## src/design/sfw_pkg.sv

```systemverilog
// ----------------------------------------------------------------------------
// sfw_pkg: shared types and constants for the stochastic field walk step
// Sequencer states, register indexes and format constants.
// ----------------------------------------------------------------------------
`default_nettype none
package sfw_pkg;

  localparam int FIELD_BITS_DEF = 64;
  localparam int NOISE_BITS_DEF = 32;
  localparam int NOISE_FRAC     = 28;
  localparam int TIME_FRAC      = 24;
  localparam int COUPLING_EXP   = -80;
  localparam int THIRD_EXP      = -65;
  localparam logic [63:0] THIRD_MANT = 64'hAAAA_AAAA_AAAA_AAAA;

  localparam logic [2:0] REG_POWER    = 3'd0;
  localparam logic [2:0] REG_COUPLING = 3'd1;
  localparam logic [2:0] REG_CEILING  = 3'd2;
  localparam logic [2:0] REG_EXIT     = 3'd3;
  localparam logic [2:0] REG_START    = 3'd4;
  localparam logic [2:0] REG_STEPS    = 3'd5;

  localparam logic [3:0]  POWER_RST    = 4'd2;
  localparam logic [63:0] COUPLING_RST = 64'd20536000000000;
  localparam logic [63:0] CEILING_RST  = 64'd4268400000000000000;
  localparam logic [63:0] EXIT_RST     = 64'd24879000000000;
  localparam logic [63:0] START_RST    = 64'd4268400000000000000;
  localparam logic [31:0] STEPS_RST    = 32'd1000000;

  // Sequencer states.
  typedef enum logic [4:0] {
    ST_IDLE,
    ST_RC_INIT,   // load potential = coupling, normalize field operand
    ST_RC_NORM,   // choose the next multiply: phi or 1/3
    ST_RC_MUL,    // multiply by phi (n times)
    ST_RC_THIRD,  // multiply by 1/3
    ST_RC_MWAIT,  // wait on multiplier
    ST_RC_SQRT,   // square root iterations
    ST_RC_DIV,    // 2^63 / s iterations
    ST_RC_DONE,
    ST_STEP_TIME,
    ST_DRIFT,     // drift division iterations
    ST_NOISE,     // H * |noise|
    ST_NOISE_W,
    ST_COMBINE,
    ST_OUT
  } state_t;

  // Multiplier request/response bundle.
  typedef struct packed {
    logic        start;
    logic [63:0] a;
    logic [63:0] b;
  } mul_req_t;

  typedef struct packed {
    logic         done;
    logic [127:0] p;
  } mul_rsp_t;

endpackage
`default_nettype wire

```

## src/design/sfw_mul.sv

```systemverilog
// ----------------------------------------------------------------------------
// sfw_mul: shared 64x64 multiplier
// Four 32x32 partial products, one per cycle, accumulated into 128 bits.
// ----------------------------------------------------------------------------
`default_nettype none
module sfw_mul (
  input  wire logic              clk,
  input  wire logic              rst_n,
  input  wire sfw_pkg::mul_req_t req,
  output sfw_pkg::mul_rsp_t      rsp
);
  logic [63:0]  a_r, b_r;
  logic [127:0] acc_r, acc_nxt;
  logic [2:0]   cnt_r, cnt_nxt;
  logic         busy_r, busy_nxt;
  logic         done_r, done_nxt;
  logic [31:0]  opa, opb;
  logic [63:0]  pp;
  logic [6:0]   sh;

  always_comb begin
    opa = cnt_r[0] ? a_r[63:32] : a_r[31:0];
    opb = cnt_r[1] ? b_r[63:32] : b_r[31:0];
    pp  = {32'd0, opa} * {32'd0, opb};
    // partial product weight: 0, 32, 32, 64
    sh  = {cnt_r[1] & cnt_r[0], cnt_r[1] ^ cnt_r[0], 5'd0};
  end

  always_comb begin
    acc_nxt  = acc_r;
    cnt_nxt  = cnt_r;
    busy_nxt = busy_r;
    done_nxt = 1'b0;
    if (req.start) begin
      acc_nxt  = '0;
      cnt_nxt  = '0;
      busy_nxt = 1'b1;
    end else if (busy_r) begin
      acc_nxt = acc_r + ({64'd0, pp} << sh);
      cnt_nxt = cnt_r + 3'd1;
      if (cnt_r == 3'd3) begin
        busy_nxt = 1'b0;
        done_nxt = 1'b1;
      end
    end
  end

  always_ff @(posedge clk) begin
    if (!rst_n) begin
      busy_r <= 1'b0;
      done_r <= 1'b0;
      cnt_r  <= '0;
    end else begin
      busy_r <= busy_nxt;
      done_r <= done_nxt;
      cnt_r  <= cnt_nxt;
    end
    acc_r <= acc_nxt;
    if (req.start) begin
      a_r <= req.a;
      b_r <= req.b;
    end
  end

  assign rsp.done = done_r;
  assign rsp.p    = acc_r;
endmodule
`default_nettype wire

```

## config.mk

```make
export PLATFORM = sky130hd
export DESIGN_NAME = sfw_mul
export DESIGN_NICKNAME = d
export VERILOG_FILES = /design/src/design/sfw_pkg.sv /design/src/design/sfw_mul.sv
export SDC_FILE = /design/constraint.sdc
export NUM_CORES = 2
export LEC_CHECK = 0
export BUFFER_PORTS_ARGS = -buffer_cell sky130_fd_sc_hd__buf_2
export CAP_MARGIN = 20
export CORE_AREA = 2 2 308 310
export CTS_CLUSTER_DIAMETER = 80
export CTS_CLUSTER_SIZE = 28
export DETAILED_ROUTE_END_ITERATION = 6
export DIE_AREA = 0 0 310 312
export PLACE_DENSITY = 0.72
export RECOVER_POWER = 50
export SYNTH_ARGS = -nofsm -noshare
export SYNTH_HDL_FRONTEND = slang
export SYNTH_SLANG_ARGS = --single-unit
```

## constraint.sdc

```tcl
create_clock -name clk -period 15.4 [get_ports clk]
set_input_delay 3.85 -clock clk [delete_from_list [all_inputs] [get_ports clk]]
set_output_delay 3.85 -clock clk [all_outputs]
set_load 0.02 [all_outputs]
```

# Word-level counts from Yosys, hierarchy flattened
# Cells that the tools add are included.
# word_totals
register_bits,261
out_inout_bits,129
wordCells,23
# classes
addsub,2
multipliers,1
n_eq_ne,1
n_shift,1
n_mux,6
bitwise,4
n_reduce_logical,2
# ops
cell,count
128-bit adder,1
64-bit by 7-bit << shifter with 128-bit output,1
32-bit by 32-bit multiplier with 64-bit output,1
32-bit two-way mux,2
1-bit two-way mux,4
"3-bit by 1-bit adder with 3-bit output, second input constant",1
"3-bit by 2-bit equality test with 1-bit output, second input constant",1
3-bit OR reduction,1
1-bit NOT,2
2-bit OR reduction,1
1-bit AND,1
1-bit bitwise XOR,1

# Longest topological paths before layout
# depth
word_depth,4
depth_mapped,47

# Least setup slack after synthesis
# Ideal clock, no wire load.
# synth_path
path_type,register -> register
start,reg cnt_r[0]
end,reg acc_r[122]
setup_time_ns,0.117
arrival_time_ns,11.232
required_time_ns,15.283
setup_slack_ns,4.051
stages_incl_launch_ff,46
n_path_buf,5
synth_period_minus_slack_ns,11.349
cell_sequence,dfxtp_1 > clkbuf_1 > buf_1 > mux2i_1 > clkbuf_1 > nor2_1 > fa_1 > inv_1 > fa_1 > inv_1 > fa_1 > inv_1 > fa_1 > inv_1 > fa_1 > fa_1 > fa_1 > fa_1 > [... 10 more ...] > nor2_1 > o21ai_0 > a31oi_1 > nor2_1 > ha_1 > clkbuf_1 > a21o_1 > a21o_1 > a21oi_1 > o21a_1 > o21ai_0 > a221oi_1 > o21ai_2 > a31oi_2 > o31a_2 > nor4_1 > or3_1 > a32o_1
# synth_between
elab_chain_cells,4
word_cells_on_any_way,6
cone_classes,add/sub: 1; mul: 1; shift: 1; mux: 1; bitwise: 2
# synth_lines
element,line_no,rtl
"start, declared",sfw_mul.sv:14,"logic [2:0] cnt_r, cnt_nxt;"
"start signal, assigned",sfw_mul.sv:56,cnt_r <= cnt_nxt;
32-bit two-way mux,sfw_mul.sv:22,opa = cnt_r[0] ? a_r[63:32] : a_r[31:0];
32-bit by 32-bit multiplier with 64-bit output,sfw_mul.sv:24,"pp = {32'd0, opa} * {32'd0, opb};"
64-bit by 7-bit << shifter with 128-bit output (*),sfw_mul.sv:39,"acc_nxt = acc_r + ({64'd0, pp} << sh);"
128-bit adder (*),sfw_mul.sv:39,
"end signal, assigned",sfw_mul.sv:58,acc_r <= acc_nxt;
"end, declared",sfw_mul.sv:13,"logic [127:0] acc_r, acc_nxt;"
# Mark *: on every way between the ends. The rest lies on a longest branch, timed or not.
# A chain may end at the register's enable or synchronous reset.

# Final worst setup path
# layout_path
start,reg cnt_r[0]
end,reg acc_r[110]
# The elaborated chain is that of the path after synthesis.

==> results.ini <==
[status]
status=finished with violations
failed_checks=capacitance limit, slew limit

[yosys]
synth_ff_type=dfxtp_1
netlist_area_um2=50900
syn_avg_cell_area_um2=8.72
synth_edf_count=128
synth_nets=7251
synth_cells=5831
synthDistinctLibCells=82
ys_ff_latch=261
yosys_warnings=0
synth-seq-area-share=0.128
synth-async-reset-ratio=0

[global_routing]
grt_pass1_wl_mm=274
antenna_found_initial=8
grt-ovfl-total=0
grt_use_total=0.383
grt_max_degree=142
first_global_vias=44200

[placed_design]
portBuffers=259
dp_hpwl_mm=152
place_area_um2=53500
gp_congestion=1.04

[timing]
setup_viol=0
max_slew_margin=-4.00
fin_crit_sh=0.894
fmaxAchievable_ghz=0.0726
hold_viol_final=0
worstMarginPinSlew_ns=7.51
fin_tns_setup_ns=0
slew_violations=219
finClkSkew_ns=0.0382
rsz0062_at_grt=no
layout_min_cycle_time_ns=13.77

[setup_path]
cp_slowest_cell=dfxtp_4
rr_worst_depth=38
critical_path_required_ns=15.67
startpoint_type=flop
r2r_slack_ns=1.63
cp_max_fo=31
slowest_delay_ns=0.85
crit_top_cell=fa_1
crit_type=reg2reg
arrival_ns=14.04
cp-end-kind=flop
regToRegEndpoint=acc_r[110]$_SDFFE_PP0P_
r2r-start=cnt_r[0]$_SDFFE_PP0P_

[floorplan]
floorplan.rows=112
die_height_um=312
coreArea_um2=93000
num_io_pins=260
die-area_um2=96700
die_w_um=310
start_util=0.547

[final_layout]
multi_input_area_um2=39900
regArea_um2=6520
layout_common_cells=inv_1 (915), fa_1 (897), nor2_1 (817), nand2_1 (654), ha_1 (391)
fin_nets=7334
final_common_cell=inv_1
fin_area_um2=54600
fill_cells=8370
syn_to_final_growth_pct=7.36
drive_gt1_frac=0.0871

[clock_tree]
cts_tree=built
cts_setup_buffers=0
cts-root-buf=clkbuf_16
h-tree-depth=1
numCtsBuffers=26
hold_buffers=0
clk_path_buf_depth=3
clk_pin_slew_ns=0.10
cts.sinks=261
clk_latency_ns=0.67
ctsResizeCount=0

[route]
avgViaCountPerCell=6.07
ant_nets=0
drcViolationCount=0
wl_per_cell_um=25.7
first_pass_iters=6
wirelength_mm=185
vias=43700
drt_iter0_drc=4617

[min_path]
hold_path.class=reg2reg
holdPathEnd=acc_r[108]$_SDFFE_PP0P_
min_from=acc_r[108]$_SDFFE_PP0P_
min_path_cells=2

[run]
drv_cap=2

routing by layer:
layer / GRT usage / share of wire / vias to the layer above / wire, µm
li1: - / - / 18800 / -
met1: 0.506 / 0.38 / 21700 / 71100
met2: 0.568 / 0.43 / 2647 / 79900
met3: 0.118 / 0.12 / 576 / 22600
met4: 0.196 / 0.061 / 8 / 11300
met5: 0.00891 / 0.00087 / - / 161
state kept, by name, summed over array words and instances (netlist names):
signal / count
a_r: 64
acc_r: 128
b_r: 64
busy_r: 1
cnt_r: 3
done_r: 1
synthesized netlist by cell type, types with 19 or more instances:
cell | number | area (µm²)
inv_1 | 915 | 3430
a21oi_1 | 247 | 1240
clkbuf_1 | 261 | 980
o21a_1 | 24 | 180
mux2_2 | 62 | 698
o21ai_0 | 159 | 796
ha_1 | 392 | 4900
nor3_1 | 34 | 170
a31oi_1 | 27 | 169
and2_1 | 38 | 238
xor2_1 | 76 | 666
nand4_1 | 81 | 507
nor2_1 | 818 | 3070
o21ai_1 | 19 | 95.1
nand2_1 | 654 | 2450
o22ai_1 | 31 | 194
fa_1 | 897 | 18000
xnor2_1 | 103 | 902
edfxtp_1 | 128 | 3840
nand3_1 | 39 | 195
a21o_1 | 142 | 1070
buf_1 | 24 | 90.1
nand2b_1 | 23 | 144
dfxtp_1 | 133 | 2660
o21bai_1 | 54 | 405
nor2b_1 | 49 | 307
mux2i_1 | 160 | 1600
worst max path at each step:
stage | slack [ns] | start | endpoint
after floorplan | 4.05 | cnt_r[0]$_SDFFE_PP0P_ | acc_r[122]$_SDFFE_PP0P_
after global placement | 2.04 | cnt_r[1]$_SDFFE_PP0P_ | acc_r[122]$_SDFFE_PP0P_
after detailed placement | 1.99 | cnt_r[0]$_SDFFE_PP0P_ | acc_r[122]$_SDFFE_PP0P_
after CTS | 1.93 | cnt_r[0]$_SDFFE_PP0P_ | acc_r[122]$_SDFFE_PP0P_
after global routing | 1.14 | cnt_r[1]$_SDFFE_PP0P_ | acc_r[110]$_SDFFE_PP0P_
final | 1.63 | cnt_r[0]$_SDFFE_PP0P_ | acc_r[110]$_SDFFE_PP0P_
stage by stage:
stage / std cells / util / hold WS [ns] / setup WS [ns]
final: 7198 / 0.587 / 0.490 / 1.63
after floorplan: 5831 / - / 0.471 / 4.05
after CTS: 7187 / 0.587 / 0.492 / 1.93
after global placement: 7137 / 0.575 / 0.471 / 2.04
after detailed placement: 7139 / 0.575 / 0.478 / 1.99
after global routing: 7191 / 0.587 / 0.521 / 1.14
critical path: cells and delay by family, from the launching register on:
kind / cells / cell delay (ns)
adder cells (fa/ha/maj): 10 / 4.98
AND/OR/NAND/NOR: 10 / 3.29
AO/OA/AOI/OAI: 9 / 2.53
buffers and inverters: 6 / 1.03
flip-flops: 1 / 0.85
XOR/XNOR: 2 / 0.39
multiplexers: 1 / 0.25
logic make-up (layout without fill, tap and decap cells):
family	Yosys count	after routing	share of synthesized area
xor+xnor	179	179	0.0308
fa+ha+maj	1289	1289	0.449
other cells	0	10	0
mux	222	222	0.0452
simple gates	1814	1814	0.150
buf+inv	1220	1323	0.0908
compound gates	846	846	0.106
flops	261	261	0.128
cell type report:
type                       count  area share
antenna                       10    0.000458
clock buffer                  26      0.0119
clock inverter                22     0.00873
inverter                     915      0.0629
multi-input combinational   4350       0.731
sequential                   261       0.119
tap                         1254      0.0287
timing repair buffer         360      0.0371
Power is not shown: default switching activity piles up to over one toggle a cycle in this logic, so the estimate is an artifact.
